===== src/hdl/ipid_pkg.sv =====
// Package for the incremental PID controller: payload words, configuration
// layout, register indexes and the command/status structs of the shared unit.
// No dependencies.
`timescale 1ns / 1ps
`default_nettype none

package ipid_pkg;

    localparam int FRAC_BITS_DEF = 16;   // Q16.16 by default
    localparam int CFG_DATA_W    = 32;
    localparam int CFG_IDX_W     = 3;
    localparam int COEF_W        = 31;   // gain and time constants
    localparam int MUL_STEPS     = 32;   // multiplier operand bits
    localparam int OPND_W        = 64;   // multiplicand / dividend width
    localparam int ACC_W         = 96;   // full product width
    localparam int TERM_W        = 61;   // saturated term, up to 2^60

    localparam logic [TERM_W-1:0] TERM_LIM = {1'b1, {(TERM_W-1){1'b0}}};
    localparam logic [31:0]       INT_MAX  = 32'h7fff_ffff;
    localparam logic [31:0]       INT_MIN  = 32'h8000_0000;

    localparam logic [COEF_W-1:0] GAIN_RST   = 31'd6554;
    localparam logic [COEF_W-1:0] TINT_RST   = 31'd655360;
    localparam logic [COEF_W-1:0] TDER_RST   = 31'd2621440;
    localparam logic [COEF_W-1:0] TSTEP_RST  = 31'd655360;
    localparam logic [31:0]       TARGET_RST = 32'd327680;

    typedef enum logic [CFG_IDX_W-1:0] {
        REG_GAIN            = 3'd0,
        REG_INTEGRAL_TIME   = 3'd1,
        REG_DERIVATIVE_TIME = 3'd2,
        REG_SAMPLE_STEP     = 3'd3,
        REG_TARGET_VALUE    = 3'd4
    } t_reg_idx;

    typedef enum logic {
        ALU_MUL = 1'b0,
        ALU_DIV = 1'b1
    } t_alu_op;

    typedef struct packed {
        logic               cmd;
        logic signed [31:0] measured;
    } t_in_word;

    typedef struct packed {
        logic signed [31:0] error_now;
        logic signed [31:0] drive;
        logic               clipped;
    } t_out_word;

    typedef struct packed {
        logic [COEF_W-1:0]  gain;
        logic [COEF_W-1:0]  integral_time;
        logic [COEF_W-1:0]  derivative_time;
        logic [COEF_W-1:0]  sample_step;
        logic signed [31:0] target_value;
    } t_cfg;

    typedef struct packed {
        logic                 start;
        t_alu_op              op;
        logic [OPND_W-1:0]    opnd_a;   // multiplicand or dividend
        logic [MUL_STEPS-1:0] opnd_b;   // multiplier or divisor
    } t_alu_cmd;

    typedef struct packed {
        logic              done;
        logic [OPND_W-1:0] quo;
        logic [TERM_W-1:0] prod;        // min(product >> frac bits, 2^60)
    } t_alu_sts;

    typedef struct packed {
        logic      valid;
        t_out_word word;
    } t_push;

endpackage

`default_nettype wire


===== src/hdl/ipid_alu.sv =====
// Shared iterative unit: shift-add multiplier and restoring divider on one
// wide adder, one bit per cycle. Depends on ipid_pkg.
`timescale 1ns / 1ps
`default_nettype none

module ipid_alu #(
    parameter int FRAC_BITS = ipid_pkg::FRAC_BITS_DEF
) (
    input  wire logic               i_clk,
    input  wire logic               i_rst_n,
    input  wire ipid_pkg::t_alu_cmd i_cmd,
    output ipid_pkg::t_alu_sts      o_sts
);
    import ipid_pkg::*;

    localparam int QUO_W    = COEF_W + FRAC_BITS;
    localparam int STEP_MAX = (QUO_W > MUL_STEPS) ? QUO_W : MUL_STEPS;
    localparam int CNT_W    = $clog2(STEP_MAX + 1);

    logic [CNT_W-1:0]     r_cnt, n_cnt;
    logic                 r_done, n_done;
    t_alu_op              r_op, n_op;
    logic [ACC_W-1:0]     r_acc, n_acc;
    logic [ACC_W-1:0]     r_mcand, n_mcand;
    logic [MUL_STEPS-1:0] r_mplier, n_mplier;

    logic [31:0]          w_rem_sh;
    logic [ACC_W:0]       w_add_a, w_add_b, w_sum;
    logic                 w_cin;
    logic                 w_qbit;
    logic [ACC_W-1:0]     w_prod_sh;

    // In divide mode the accumulator holds the remainder and the multiplicand
    // register shifts the dividend out at the top and the quotient in below.
    always_comb begin
        w_rem_sh = {r_acc[30:0], r_mcand[QUO_W-1]};
        if (r_op == ALU_DIV) begin
            w_add_a = (ACC_W+1)'(w_rem_sh);
            w_add_b = ~((ACC_W+1)'(r_mplier));
            w_cin   = 1'b1;
        end else begin
            w_add_a = {1'b0, r_acc};
            w_add_b = r_mplier[0] ? {1'b0, r_mcand} : '0;
            w_cin   = 1'b0;
        end
        w_sum  = w_add_a + w_add_b + (ACC_W+1)'(w_cin);
        w_qbit = ~w_sum[ACC_W];
    end

    always_comb begin
        n_cnt    = r_cnt;
        n_done   = 1'b0;
        n_op     = r_op;
        n_acc    = r_acc;
        n_mcand  = r_mcand;
        n_mplier = r_mplier;
        if (i_cmd.start) begin
            n_op     = i_cmd.op;
            n_cnt    = (i_cmd.op == ALU_DIV) ? CNT_W'(QUO_W) : CNT_W'(MUL_STEPS);
            n_acc    = '0;
            n_mcand  = ACC_W'(i_cmd.opnd_a);
            n_mplier = i_cmd.opnd_b;
        end else if (r_cnt != '0) begin
            n_cnt  = r_cnt - CNT_W'(1);
            n_done = (r_cnt == CNT_W'(1));
            if (r_op == ALU_DIV) begin
                n_acc   = w_qbit ? ACC_W'(w_sum[31:0]) : ACC_W'(w_rem_sh);
                n_mcand = {r_mcand[ACC_W-2:0], w_qbit};
            end else begin
                n_acc    = w_sum[ACC_W-1:0];
                n_mcand  = {r_mcand[ACC_W-2:0], 1'b0};
                n_mplier = {1'b0, r_mplier[MUL_STEPS-1:1]};
            end
        end
    end

    always_ff @(posedge i_clk) begin
        if (!i_rst_n) begin
            r_cnt  <= '0;
            r_done <= 1'b0;
            r_op   <= ALU_MUL;
        end else begin
            r_cnt  <= n_cnt;
            r_done <= n_done;
            r_op   <= n_op;
        end
    end

    always_ff @(posedge i_clk) begin
        r_acc    <= n_acc;
        r_mcand  <= n_mcand;
        r_mplier <= n_mplier;
    end

    // Anything at or above 2^60 after the fraction shift reads as the limit.
    assign w_prod_sh  = r_acc >> FRAC_BITS;
    assign o_sts.done = r_done;
    assign o_sts.quo  = OPND_W'(r_mcand[QUO_W-1:0]);
    assign o_sts.prod = (|w_prod_sh[ACC_W-1:TERM_W-1]) ? TERM_LIM
                                                       : w_prod_sh[TERM_W-1:0];

endmodule

`default_nettype wire


===== src/hdl/ipid_ctrl.sv =====
// Sequencer of the PID step: error forming, coefficient and term schedule on
// the shared unit, accumulation, saturation and error history. Depends on
// ipid_pkg.
`timescale 1ns / 1ps
`default_nettype none

module ipid_ctrl #(
    parameter int FRAC_BITS = ipid_pkg::FRAC_BITS_DEF
) (
    input  wire logic               i_clk,
    input  wire logic               i_rst_n,
    input  wire ipid_pkg::t_cfg     i_cfg,
    input  wire logic               i_in_valid,
    output logic                    o_in_stall,
    input  wire ipid_pkg::t_in_word i_in_word,
    output ipid_pkg::t_alu_cmd      o_alu_cmd,
    input  wire ipid_pkg::t_alu_sts i_alu_sts,
    output ipid_pkg::t_push         o_push,
    input  wire logic               i_res_ready
);
    import ipid_pkg::*;

    localparam int QUO_W = COEF_W + FRAC_BITS;
    localparam int C2_W  = QUO_W + 3;
    localparam logic [C2_W-1:0]   C2_ONE   = C2_W'(1) << FRAC_BITS;
    localparam logic [OPND_W-1:0] OPND_ONE = OPND_W'(1) << FRAC_BITS;

    typedef enum logic [10:0] {
        S_IDLE   = 11'b000_0000_0001,
        S_DIV_R  = 11'b000_0000_0010,
        S_DIV_S  = 11'b000_0000_0100,
        S_COEF   = 11'b000_0000_1000,
        S_MUL_Q1 = 11'b000_0001_0000,
        S_MUL_Q3 = 11'b000_0010_0000,
        S_MUL_Q2 = 11'b000_0100_0000,
        S_TERM1  = 11'b000_1000_0000,
        S_TERM2  = 11'b001_0000_0000,
        S_TERM3  = 11'b010_0000_0000,
        S_DONE   = 11'b100_0000_0000
    } t_state;

    t_state             r_state, n_state, w_next;
    logic               r_issued, n_issued;
    logic               r_clr;

    logic [31:0]        r_err, r_last, r_older, r_drive;
    logic [QUO_W-1:0]   r_r, r_s;
    logic [C2_W-1:0]    r_c2;
    logic [TERM_W-1:0]  r_q1, r_q2m, r_q3;
    logic [63:0]        r_sum;

    logic               w_accept, w_capture, w_op_state;
    logic [COEF_W-1:0]  w_t0, w_ti;
    logic [32:0]        w_diff;
    logic [31:0]        w_err_sat;
    logic [C2_W-1:0]    w_c2_mag;
    logic [31:0]        w_sel_e, w_abs_e;
    logic               w_term_neg;
    logic [63:0]        w_term;
    logic               w_fits;
    logic [31:0]        w_drive_new;

    assign o_in_stall = (r_state != S_IDLE);
    assign w_accept   = i_in_valid && (r_state == S_IDLE);
    assign w_capture  = r_issued && i_alu_sts.done;

    // A zero time constant counts as one LSB.
    assign w_t0 = (i_cfg.sample_step == '0) ? COEF_W'(1) : i_cfg.sample_step;
    assign w_ti = (i_cfg.integral_time == '0) ? COEF_W'(1) : i_cfg.integral_time;

    assign w_diff    = {i_cfg.target_value[31], i_cfg.target_value}
                     - {i_in_word.measured[31], i_in_word.measured};
    assign w_err_sat = (w_diff[32] != w_diff[31]) ? (w_diff[32] ? INT_MIN : INT_MAX)
                                                  : w_diff[31:0];

    assign w_c2_mag = r_c2[C2_W-1] ? (~r_c2 + C2_W'(1)) : r_c2;
    assign w_abs_e  = w_sel_e[31] ? (~w_sel_e + 32'd1) : w_sel_e;
    assign w_term   = 64'(i_alu_sts.prod);

    // Operand selection and schedule. Coefficient q2 is negative when c2 is
    // not, so its term sign flips against the error sign.
    always_comb begin
        w_op_state       = 1'b1;
        w_next           = S_IDLE;
        w_sel_e          = r_err;
        w_term_neg       = 1'b0;
        o_alu_cmd.op     = ALU_MUL;
        o_alu_cmd.opnd_a = '0;
        o_alu_cmd.opnd_b = '0;
        case (r_state)
            S_DIV_R: begin
                o_alu_cmd.op     = ALU_DIV;
                o_alu_cmd.opnd_a = OPND_W'(i_cfg.derivative_time) << FRAC_BITS;
                o_alu_cmd.opnd_b = MUL_STEPS'(w_t0);
                w_next           = S_DIV_S;
            end
            S_DIV_S: begin
                o_alu_cmd.op     = ALU_DIV;
                o_alu_cmd.opnd_a = OPND_W'(w_t0) << FRAC_BITS;
                o_alu_cmd.opnd_b = MUL_STEPS'(w_ti);
                w_next           = S_COEF;
            end
            S_MUL_Q1: begin
                o_alu_cmd.opnd_a = OPND_W'(r_r) + OPND_ONE;
                o_alu_cmd.opnd_b = MUL_STEPS'(i_cfg.gain);
                w_next           = S_MUL_Q3;
            end
            S_MUL_Q3: begin
                o_alu_cmd.opnd_a = OPND_W'(r_r);
                o_alu_cmd.opnd_b = MUL_STEPS'(i_cfg.gain);
                w_next           = S_MUL_Q2;
            end
            S_MUL_Q2: begin
                o_alu_cmd.opnd_a = OPND_W'(w_c2_mag);
                o_alu_cmd.opnd_b = MUL_STEPS'(i_cfg.gain);
                w_next           = S_TERM1;
            end
            S_TERM1: begin
                w_sel_e          = r_err;
                w_term_neg       = r_err[31];
                o_alu_cmd.opnd_a = OPND_W'(r_q1);
                o_alu_cmd.opnd_b = w_abs_e;
                w_next           = S_TERM2;
            end
            S_TERM2: begin
                w_sel_e          = r_last;
                w_term_neg       = !r_c2[C2_W-1] ^ r_last[31];
                o_alu_cmd.opnd_a = OPND_W'(r_q2m);
                o_alu_cmd.opnd_b = w_abs_e;
                w_next           = S_TERM3;
            end
            S_TERM3: begin
                w_sel_e          = r_older;
                w_term_neg       = r_older[31];
                o_alu_cmd.opnd_a = OPND_W'(r_q3);
                o_alu_cmd.opnd_b = w_abs_e;
                w_next           = S_DONE;
            end
            default: begin
                w_op_state = 1'b0;
            end
        endcase
        o_alu_cmd.start = w_op_state && !r_issued;
    end

    always_comb begin
        n_state  = r_state;
        n_issued = r_issued;
        case (r_state)
            S_IDLE: begin
                if (i_in_valid) begin
                    n_state = i_in_word.cmd ? S_DONE : S_DIV_R;
                end
            end
            S_DIV_R, S_DIV_S, S_MUL_Q1, S_MUL_Q3, S_MUL_Q2,
            S_TERM1, S_TERM2, S_TERM3: begin
                if (!r_issued) begin
                    n_issued = 1'b1;
                end else if (i_alu_sts.done) begin
                    n_issued = 1'b0;
                    n_state  = w_next;
                end
            end
            S_COEF: begin
                n_state = S_MUL_Q1;
            end
            S_DONE: begin
                if (i_res_ready) begin
                    n_state = S_IDLE;
                end
            end
            default: begin
                n_state  = S_IDLE;
                n_issued = 1'b0;
            end
        endcase
    end

    always_ff @(posedge i_clk) begin
        if (!i_rst_n) begin
            r_state  <= S_IDLE;
            r_issued <= 1'b0;
            r_clr    <= 1'b0;
        end else begin
            r_state  <= n_state;
            r_issued <= n_issued;
            if (w_accept) begin
                r_clr <= i_in_word.cmd;
            end
        end
    end

    always_ff @(posedge i_clk) begin
        if (w_accept) begin
            r_err <= w_err_sat;
            r_sum <= {{32{r_drive[31]}}, r_drive};
        end
        if (r_state == S_COEF) begin
            r_c2 <= C2_ONE + (C2_W'(r_r) << 1) - C2_W'(r_s);
        end
        if (w_capture) begin
            case (r_state)
                S_DIV_R:  r_r   <= i_alu_sts.quo[QUO_W-1:0];
                S_DIV_S:  r_s   <= i_alu_sts.quo[QUO_W-1:0];
                S_MUL_Q1: r_q1  <= i_alu_sts.prod;
                S_MUL_Q3: r_q3  <= i_alu_sts.prod;
                S_MUL_Q2: r_q2m <= i_alu_sts.prod;
                S_TERM1, S_TERM2, S_TERM3: begin
                    r_sum <= w_term_neg ? (r_sum - w_term) : (r_sum + w_term);
                end
                default: begin
                end
            endcase
        end
    end

    // The sum fits 32 bits only when bits 63 down to 31 all agree.
    assign w_fits      = (&r_sum[63:31]) || !(|r_sum[63:31]);
    assign w_drive_new = w_fits ? r_sum[31:0] : (r_sum[63] ? INT_MIN : INT_MAX);

    always_comb begin
        o_push.valid = (r_state == S_DONE) && i_res_ready;
        if (r_clr) begin
            o_push.word = '0;
        end else begin
            o_push.word.error_now = r_err;
            o_push.word.drive     = w_drive_new;
            o_push.word.clipped   = !w_fits;
        end
    end

    always_ff @(posedge i_clk) begin
        if (!i_rst_n) begin
            r_last  <= '0;
            r_older <= '0;
            r_drive <= '0;
        end else if (o_push.valid) begin
            if (r_clr) begin
                r_last  <= '0;
                r_older <= '0;
                r_drive <= '0;
            end else begin
                r_older <= r_last;
                r_last  <= r_err;
                r_drive <= w_drive_new;
            end
        end
    end

endmodule

`default_nettype wire


===== src/hdl/incremental_pid_controller.sv =====
// Top level of the incremental (velocity-form) PID controller: configuration
// registers, output word register, sequencer and shared arithmetic unit.
// Depends on ipid_pkg, ipid_alu and ipid_ctrl.
//
// Usage: configuration is written through i_cfg_we / i_cfg_index /
// i_cfg_data while the block is idle; unknown indexes are ignored. An input
// word is taken when i_in_valid is high and o_in_stall is low. A sample word
// (cmd 0) yields one output word holding the saturated error, the new drive
// value and the clip flag; a clear word (cmd 1) zeroes the error history and
// the drive and yields an all-zero word.
// For a sample (Q16.16 words when FRAC_BITS is 16), two restoring divisions
// and six shift-add multiplies run one after another on the single shared
// unit, and a new word can be taken in the cycle after the result is handed
// over. A clear word skips the arithmetic and goes straight to handing over
// its result. o_in_stall stays high while a word is being worked on.
// The result sits in an output register; while i_out_stall holds it, the
// block still takes and works the next word and only waits before writing
// its result. Reset (synchronous, active low) restores the default
// configuration and clears the history, the drive and all handshakes.
`timescale 1ns / 1ps
`default_nettype none

module incremental_pid_controller #(
    parameter int FRAC_BITS = ipid_pkg::FRAC_BITS_DEF
) (
    input  wire logic                             i_clk,
    input  wire logic                             i_rst_n,
    input  wire logic                             i_cfg_we,
    input  wire logic [ipid_pkg::CFG_IDX_W-1:0]   i_cfg_index,
    input  wire logic [ipid_pkg::CFG_DATA_W-1:0]  i_cfg_data,
    input  wire logic                             i_in_valid,
    output logic                                  o_in_stall,
    input  wire ipid_pkg::t_in_word               i_in_word,
    output logic                                  o_out_valid,
    input  wire logic                             i_out_stall,
    output ipid_pkg::t_out_word                   o_out_word
);
    import ipid_pkg::*;

    t_cfg      r_cfg;
    logic      r_out_valid;
    t_out_word r_out_word;
    t_alu_cmd  w_alu_cmd;
    t_alu_sts  w_alu_sts;
    t_push     w_push;
    logic      w_res_ready;

    always_ff @(posedge i_clk) begin
        if (!i_rst_n) begin
            r_cfg.gain            <= GAIN_RST;
            r_cfg.integral_time   <= TINT_RST;
            r_cfg.derivative_time <= TDER_RST;
            r_cfg.sample_step     <= TSTEP_RST;
            r_cfg.target_value    <= TARGET_RST;
        end else if (i_cfg_we) begin
            case (i_cfg_index)
                REG_GAIN:            r_cfg.gain            <= i_cfg_data[COEF_W-1:0];
                REG_INTEGRAL_TIME:   r_cfg.integral_time   <= i_cfg_data[COEF_W-1:0];
                REG_DERIVATIVE_TIME: r_cfg.derivative_time <= i_cfg_data[COEF_W-1:0];
                REG_SAMPLE_STEP:     r_cfg.sample_step     <= i_cfg_data[COEF_W-1:0];
                REG_TARGET_VALUE:    r_cfg.target_value    <= i_cfg_data;
                default: begin
                end
            endcase
        end
    end

    ipid_alu #(
        .FRAC_BITS (FRAC_BITS)
    ) u_alu (
        .i_clk   (i_clk),
        .i_rst_n (i_rst_n),
        .i_cmd   (w_alu_cmd),
        .o_sts   (w_alu_sts)
    );

    ipid_ctrl #(
        .FRAC_BITS (FRAC_BITS)
    ) u_ctrl (
        .i_clk       (i_clk),
        .i_rst_n     (i_rst_n),
        .i_cfg       (r_cfg),
        .i_in_valid  (i_in_valid),
        .o_in_stall  (o_in_stall),
        .i_in_word   (i_in_word),
        .o_alu_cmd   (w_alu_cmd),
        .i_alu_sts   (w_alu_sts),
        .o_push      (w_push),
        .i_res_ready (w_res_ready)
    );

    // The output slot takes a new word when empty or being drained.
    assign w_res_ready = !r_out_valid || !i_out_stall;

    always_ff @(posedge i_clk) begin
        if (!i_rst_n) begin
            r_out_valid <= 1'b0;
        end else if (w_push.valid) begin
            r_out_valid <= 1'b1;
        end else if (!i_out_stall) begin
            r_out_valid <= 1'b0;
        end
    end

    always_ff @(posedge i_clk) begin
        if (w_push.valid) begin
            r_out_word <= w_push.word;
        end
    end

    assign o_out_valid = r_out_valid;
    assign o_out_word  = r_out_word;

`ifndef SYNTHESIS
    a_busy_after_accept: assert property (@(posedge i_clk) disable iff (!i_rst_n)
        i_in_valid && !o_in_stall |=> o_in_stall)
        else $error("input side not stalled after taking a word");

    a_push_into_free_slot: assert property (@(posedge i_clk) disable iff (!i_rst_n)
        w_push.valid |-> w_res_ready)
        else $error("result written while the output word is held");

    a_clip_at_limit: assert property (@(posedge i_clk) disable iff (!i_rst_n)
        o_out_valid && o_out_word.clipped |->
            (o_out_word.drive == INT_MAX || o_out_word.drive == INT_MIN))
        else $error("clip flag set with drive away from the limits");
`endif

endmodule

`default_nettype wire


===== config.mk =====
export PLATFORM = sky130hd
export DESIGN_NAME = incremental_pid_controller
export DESIGN_NICKNAME = d
export VERILOG_FILES = /design/src/hdl/ipid_pkg.sv /design/src/hdl/ipid_alu.sv /design/src/hdl/ipid_ctrl.sv /design/src/hdl/incremental_pid_controller.sv
export SDC_FILE = /design/constraint.sdc
export NUM_CORES = 2
export LEC_CHECK = 0
export BUFFER_PORTS_ARGS = -buffer_cell sky130_fd_sc_hd__buf_4
export CAP_MARGIN = 10
export CORE_MARGIN = 2
export CORE_UTILIZATION = 30
export DETAILED_ROUTE_END_ITERATION = 10
export GPL_ROUTABILITY_DRIVEN = 0
export PLACE_DENSITY_LB_ADDON = 0.12
export SETUP_SLACK_MARGIN = 0.2
export SLEW_MARGIN = 20
export SYNTH_ARGS = -nofsm -noshare
export SYNTH_HDL_FRONTEND = slang
export SYNTH_SLANG_ARGS = --single-unit
export TNS_END_PERCENT = 50

===== constraint.sdc =====
create_clock -name i_clk -period 5.9 [get_ports i_clk]
set_input_delay 0.885 -clock i_clk [delete_from_list [all_inputs] [get_ports i_clk]]
set_output_delay 0.885 -clock i_clk [all_outputs]
set_load 0.005 [all_outputs]

Word-level counts from Yosys, hierarchy flattened:

Index checks and enable logic that the tools add are counted.

* $add $sub $neg: 11
* bitwise logic cells: 7
* mux-type cells: 48
* reductions and logical operators: 37
* equality and inequality tests: 24

Operator list (count)
* one-hot mux 96 bit (8 select lines): 1
* 2-to-1 mux 32 bit: 12
* 2-to-1 mux 64 bit: 6
* 2-to-1 mux 96 bit: 3
* adder 97 x 1 -> 97 bit: 1
* adder 97 bit: 1
* 2-to-1 mux 97 bit: 1
* inverter 32 -> 97 bit: 1
* one-hot mux 11 bit (8 select lines): 1
* adder 64 x 61 -> 64 bit: 1
* one-hot mux 32 bit (2 select lines): 1
* subtractor 64 x 61 -> 64 bit: 1
* zero test 31 bit: 2
* 2-to-1 mux 31 bit: 2
* 2-to-1 mux 61 bit: 1
* 2-to-1 mux 11 bit: 5
* adder 50 x 1 -> 50 bit, second input constant: 1
* 2-to-1 mux 50 bit: 1
* inverter 50 bit: 1
* subtractor 50 x 47 -> 50 bit: 1
* adder 17 x 48 -> 49 bit, first input constant: 1
* adder 47 x 17 -> 48 bit, second input constant: 1
* one-hot mux 11 bit (4 select lines): 1
* AND reduction 33 bit: 1
* 43 further kinds: 79

* bits of input ports: 73
* register bits: 986
* output and inout port bits: 67
* word-level logic and storage cells: 157

Logic depth before layout (Yosys ltp):

* word-level depth: 8
* gate-level depth with buffers: 30
* mapped depth without buffers: 25

Cells and area by module:

Synthesis repeated with hierarchy kept, for this count alone.

* cell total of the unflattened synthesis: 6335
* area total of the unflattened synthesis: 58646.2 um^2

Modules (own cells, without submodules)
* ipid_ctrl: area an instance 33485.9 um^2, sequential area each 14243.7 um^2, cells each 3584, instances 1
* ipid_alu: area an instance 17350.4 um^2, sequential area each 5605.4 um^2, cells each 2124, instances 1
* incremental_pid_controller: area an instance 7810.0 um^2, sequential area each 5094.9 um^2, cells each 627, instances 1

Least setup slack after synthesis:

Ideal clock, no wire load.

* kind: flip-flop to flip-flop
* from: register u_alu.r_op
* to: register u_alu.r_acc[5]
* library setup time: 0.065 ns
* buffers on the path: 5
* stages on the path, launching flop included: 28
* clock period less this slack: 5.995 ns
* data arrival time: 5.930 ns
* slack: -0.095 ns
* required time: 5.835 ns
* path through: dfxtp_1 clkbuf_1 buf_1 clkbuf_1 mux2i_1 fa_1 inv_1 fa_1 a211oi_1 o21ai_1 nand4_1 a21oi_1 o211ai_1 o31ai_1 a221oi_1 o41ai_1 a21oi_1 o21ai_1 a221o_1 a21o_1 ha_1 and2_1 clkbuf_1 clkbuf_1 nand2_1 o311ai_0 o21ai_0 nor2_1

* cells in the longest elaborated chain, start to end: 5
* elaborated cells on any way between the ends: 7
* classes of those cells: add/sub (2); mux (5)

RTL lines
* from (decl): line ipid_alu.sv:22 `t_alu_op r_op, n_op;`
* from (signal assigned): line ipid_alu.sv:85 `r_op <= n_op;`
* 2-to-1 mux 96 bit or 2-to-1 mux 97 bit (tied branches): line ipid_alu.sv:37 `if (r_op == ALU_DIV) begin`
* adder 97 bit: line ipid_alu.sv:46 `w_sum = w_add_a + w_add_b + (ACC_W+1)'(w_cin);`
* adder 97 x 1 -> 97 bit: line ipid_alu.sv:46
* 2-to-1 mux 32 bit: line ipid_alu.sv:67 `n_acc = w_qbit ? ACC_W'(w_sum[31:0]) : ACC_W'(w_rem_sh);`
* 2-to-1 mux 96 bit (*): line ipid_alu.sv:66 `if (r_op == ALU_DIV) begin`
* to (signal assigned): line ipid_alu.sv:90 `r_acc <= n_acc;`
* to (decl): line ipid_alu.sv:23 `logic [ACC_W-1:0] r_acc, n_acc;`

Every way passes the cells marked *; elsewhere a longest branch is shown, timed or not.
A chain may end at the register's enable or synchronous reset.

Final worst setup path:

* from: register u_alu.r_op
* to: register u_alu.r_acc[93]

* cells in the longest elaborated chain, start to end: 4
* elaborated cells on any way between the ends: 6
* classes of those cells: add/sub (2); mux (4)

RTL lines (line)
* 2-to-1 mux 96 bit or 2-to-1 mux 97 bit (tied branches): ipid_alu.sv:37
* adder 97 bit: ipid_alu.sv:46
* adder 97 x 1 -> 97 bit: ipid_alu.sv:46
* 2-to-1 mux 96 bit (*): ipid_alu.sv:66

Marks and branches as above.

==> flow_summary.rst <==
.. list-table::
   :header-rows: 1

   * - Metric
     - Value
   * - Run status
     - completed
   * - Detailed router's first-iteration violation count
     - 4,452
   * - Highest-count cells in the layout ignoring fill and taps
     - 1,209 x sky130_fd_sc_hd__nand2_1, 520 x sky130_fd_sc_hd__edfxtp_1, 473 x sky130_fd_sc_hd__a21oi_1
   * - Post-synthesis instance area
     - between 50,000 and 60,000 sq um
   * - Pins Over Slew Limit
     - 0
   * - Final layout net count
     - 7,009
   * - Maximum number of pins on one net before global-route repair
     - about 110
   * - Initial Util
     - 30.1%
   * - Die Wd
     - 443 um
   * - Total cell area at the placement stage
     - 62,900 sq um
   * - Global router's overall resource usage
     - 22.8%
   * - Post-Syn Instances
     - 6,549
   * - Number of levels the H-tree was split into
     - 3
   * - Kind of capture point of the worst setup path
     - flop
   * - Maxcap violations
     - 0
   * - Library cell occupying the most area in the post-synthesis netlist
     - sky130_fd_sc_hd__edfxtp_1
   * - Cells after DPL
     - between 9,000 and 10,000
   * - ANT nets after route
     - 0
   * - Number of hold buffers added after cts
     - 0
   * - Post-synthesis register bit count
     - slightly below 1,000
   * - Vertical die dimension
     - 443 um
   * - Cell types with the largest area share after synthesis
     - sky130_fd_sc_hd__edfxtp_1 27%, sky130_fd_sc_hd__dfxtp_1 16%, sky130_fd_sc_hd__nand2_1 7.9%
   * - Bufs on Longest Clock Path
     - 3
   * - Worst hold-check path type
     - input pin to flop
   * - Worst path required time
     - 6530 ps
   * - Total setup violations reported at the end of the flow
     - 0
   * - Layout filler cell count
     - 19,800
   * - CTS tree
     - done
   * - Setup repair after global routing missed its margin
     - true
   * - Total iterations of the first detailed-routing run
     - 7
   * - Detail Placement HPWL
     - 172,000 um
   * - Max-slew headroom at the worst pin
     - between 10% and 20%
   * - Synthesis Warnings
     - 0
   * - Classification of the worst setup path
     - flop to flop
   * - Final Non-Filler Cells
     - 9,324
   * - Fraction of post-synthesis cell area in the top cell type by area
     - 27.0%
   * - Slew at the pin closest to its max-slew limit
     - 1340 ps
   * - Number of vias per cell after detailed routing
     - between 5 and 6
   * - Async SR Flop Fraction
     - 0%
   * - Count of input and output buffers
     - 139
   * - Arrival time reported for the critical path endpoint
     - slightly above 6000 ps
   * - Final cycle utilization of the critical path
     - approximately 94%
   * - Count of vias placed by the detailed router
     - ~50,000
   * - Peak VDD IR
     - 0.335 mV
   * - Static leakage power
     - 25.9 nW
   * - Number of remaining DRC errors
     - 0
   * - Final WL
     - 231,000 um
   * - WL met2
     - 100,000 um
   * - Area of all placed cells without fillers
     - approximately 67,000 sq um
   * - Dominant register cell in the synthesized netlist
     - sky130_fd_sc_hd__edfxtp_1
   * - DRT met1 WL
     - around 110,000 um
   * - Min cycle time layout
     - 5520 ps
   * - Net Count, Synth
     - 6,871
   * - Overall power consumption
     - 30.6 mW
   * - Io pins
     - 140
   * - Synthesized area per cell
     - 8.82 sq um
   * - Count of flip-flops with a built-in enable after synthesis
     - 520
   * - Insertion delay of the later-clocked pin in the worst-skew pair
     - 760 ps
   * - Post-route worst hold slack
     - 423 ps
   * - Leading cell type in the layout, fill and taps excluded
     - sky130_fd_sc_hd__nand2_1
   * - Topmost layer with routed signal wires
     - met5
   * - Proportion of layout cells with a drive suffix above 1
     - around 11%
   * - Number of distinct library cells after synthesis
     - 91
   * - Full die area
     - 196,000 sq um
   * - Pwr/cell area
     - approximately 460 nW/um^2
   * - Core outline area
     - approximately 190,000 sq um
   * - Number of antenna violations at the first check in global routing
     - 10
   * - Fraction of the yosys area taken by sequential cells
     - about 43%
   * - Final hold violation count
     - 0
   * - Fmax
     - 0.181 GHz
   * - Clock transition at path regs
     - 60 ps
   * - Maximum fanout encountered on the critical timing path
     - a little over 80
   * - Wire length on met3
     - 13,000 um
   * - Total CTS buffers
     - around 120
   * - Via count of the first global-routing pass
     - 48,200
   * - Skew final
     - 39.0 ps
   * - First-pass GRT wire length
     - 336,000 um
   * - Root Buffer Master
     - sky130_fd_sc_hd__clkbuf_16
   * - Number of clock sinks seen by CTS
     - 986
   * - Remaining global-route overflow
     - 0
   * - Std cell rows
     - approximately 160
   * - Worst setup SP type
     - flop
   * - Routed len/inst
     - 24.7 um
   * - Synthesis-to-layout area growth
     - 16.5%
power breakdown:
part	leakage (nW)	switching (mW)	internal [mW]
sequential	8.37	1.34	8.60
clock	2.00	3.16	4.58
combinational	15.6	7.84	5.11
registers in the layout, summed over array words and instances, names as in the netlist:
register         flops
r_cfg              156
u_alu.r_acc         96
u_alu.r_mcand       96
o_out_word          65
u_ctrl.r_sum        64
u_ctrl.r_q1         61
u_ctrl.r_q2m        61
u_ctrl.r_q3         61
u_ctrl.r_c2         50
u_ctrl.r_r          47
u_ctrl.r_s          47
u_alu.r_mplier      32
u_ctrl.r_drive      32
u_ctrl.r_err        32
u_ctrl.r_last       32
u_ctrl.r_older      32
u_ctrl.r_state      11
u_alu.r_cnt          6
o_out_valid          1
u_alu.r_done         1
u_alu.r_op           1
u_ctrl.r_clr         1
u_ctrl.r_issued      1
worst paths after layout:
| path | endpoint | depth (start not counted) | startpoint | slack [ps] |
|---|---|---|---|---|
| worst min-delay path | r_cfg[84]$_SDFFE_PN1P_ | 3 | i_cfg_data[21] | 420 |
| worst max register to register | u_alu.r_acc[93]$_SDFFE_PP0P_ | 17 | u_alu.r_op$_SDFFE_PN0P_ | 380 |
| worst min register to register | u_alu.r_mcand[95]$_SDFFE_PP0P_ | 2 | u_alu.r_mcand[95]$_SDFFE_PP0P_ | 450 |
| worst max-delay path | u_alu.r_acc[93]$_SDFFE_PP0P_ | 17 | u_alu.r_op$_SDFFE_PN0P_ | 380 |
area by class of cell:
| type | count | area, sq um | area share (%) |
|---|---|---|---|
| Clock inverter | 74 | 763 | 1.13 |
| Inverter | 197 | 742 | 1.10 |
| Antenna cell | 5 | 12.5 | 0.0186 |
| Timing Repair Buffer | 436 | 3440 | 5.11 |
| Multi-Input combinational cell | 4948 | 30900 | 45.9 |
| Tap cell | 2526 | 3160 | 4.70 |
| Sequential cell | 986 | 24900 | 37.1 |
| Clock buffer | 152 | 3330 | 4.95 |
repair_timing:
item                                    in CTS  in global routing
gates cloned                                 0                  1
buffers inserted                             0                  5
endpoints found under the setup margin      36                 51
gates resized for setup                      5                 47
pin swaps                                    1                  8
cell usage after synthesis, types with 28 or more instances:
cell                       number
sky130_fd_sc_hd__nand3b_1      37
sky130_fd_sc_hd__inv_1        195
sky130_fd_sc_hd__nand2b_1      47
sky130_fd_sc_hd__a21oi_1      480
sky130_fd_sc_hd__nor4_1        61
sky130_fd_sc_hd__and2_1        64
sky130_fd_sc_hd__xor2_1       161
sky130_fd_sc_hd__nor2_1       326
sky130_fd_sc_hd__nor2b_1      120
sky130_fd_sc_hd__a222oi_1      52
sky130_fd_sc_hd__ha_1         244
sky130_fd_sc_hd__o21ai_0      433
sky130_fd_sc_hd__a21o_1       167
sky130_fd_sc_hd__o21bai_1      40
sky130_fd_sc_hd__xnor2_1      230
sky130_fd_sc_hd__a21boi_0     256
sky130_fd_sc_hd__and3_1        40
sky130_fd_sc_hd__mux2i_1       34
sky130_fd_sc_hd__buf_1         28
sky130_fd_sc_hd__nand3_1      131
sky130_fd_sc_hd__o31ai_1       36
sky130_fd_sc_hd__o21a_1        58
sky130_fd_sc_hd__clkbuf_1     382
sky130_fd_sc_hd__o211ai_1      31
sky130_fd_sc_hd__nand4_1       85
sky130_fd_sc_hd__a22oi_1       77
sky130_fd_sc_hd__a22o_1        37
sky130_fd_sc_hd__a221oi_1      48
sky130_fd_sc_hd__dfxtp_1      466
sky130_fd_sc_hd__nand2_1     1212
sky130_fd_sc_hd__mux2_2        32
sky130_fd_sc_hd__edfxtp_1     520
sky130_fd_sc_hd__a211oi_1      71
sky130_fd_sc_hd__nor3_1        69
per-stage QoR:
stage | setup TNS, ps | util, % | setup WS (ps)
2_1_floorplan | 0 | - | 204
3_3_place_gp | -111 | 32.7 | -93.1
3_5_place_dp | -136 | 32.8 | -99.7
4_1_cts | 0 | 34.9 | 214
5_1_grt | 0 | 35.0 | 42.8
6_report | 0 | 35.0 | 380
critical path: stages, from the launching register on:
cell and delay, ps:
sky130_fd_sc_hd__dfxtp_4 400, sky130_fd_sc_hd__buf_12 300, sky130_fd_sc_hd__mux2_2 390, sky130_fd_sc_hd__ha_1 330, sky130_fd_sc_hd__buf_4 150, sky130_fd_sc_hd__nand4_1 190, sky130_fd_sc_hd__nor4_1 440, sky130_fd_sc_hd__nand4b_1 220
sky130_fd_sc_hd__a211oi_1 510, sky130_fd_sc_hd__nor3_1 250, sky130_fd_sc_hd__or4_1 620, sky130_fd_sc_hd__o21ai_0 380, sky130_fd_sc_hd__buf_4 190, sky130_fd_sc_hd__a21o_1 260, sky130_fd_sc_hd__nand3_1 180, sky130_fd_sc_hd__a211oi_1 250
sky130_fd_sc_hd__a31oi_1 90, sky130_fd_sc_hd__a22o_1 200
kinds of logic (layout without fill, tap and decap cells):
kind of cell	after synthesis	after routing	share of synthesized area (%)
xor+xnor	391	391	5.93
simple gates	2300	2300	18.2
fa+ha+maj	257	257	5.60
other cells	0	5	0
buf+inv	615	859	4.03
mux	66	66	1.21
compound gates	1934	1934	21.8
flops	986	986	43.2
routing by layer:
layer | vias up | global-route usage, %
met3 | 302 | 3.11
li1 | 23900 | -
met2 | 1496 | 34.9
met4 | 6 | 6.72
met5 | - | 0
met1 | 24700 | 33.1
(Power assumes the default switching activity.)
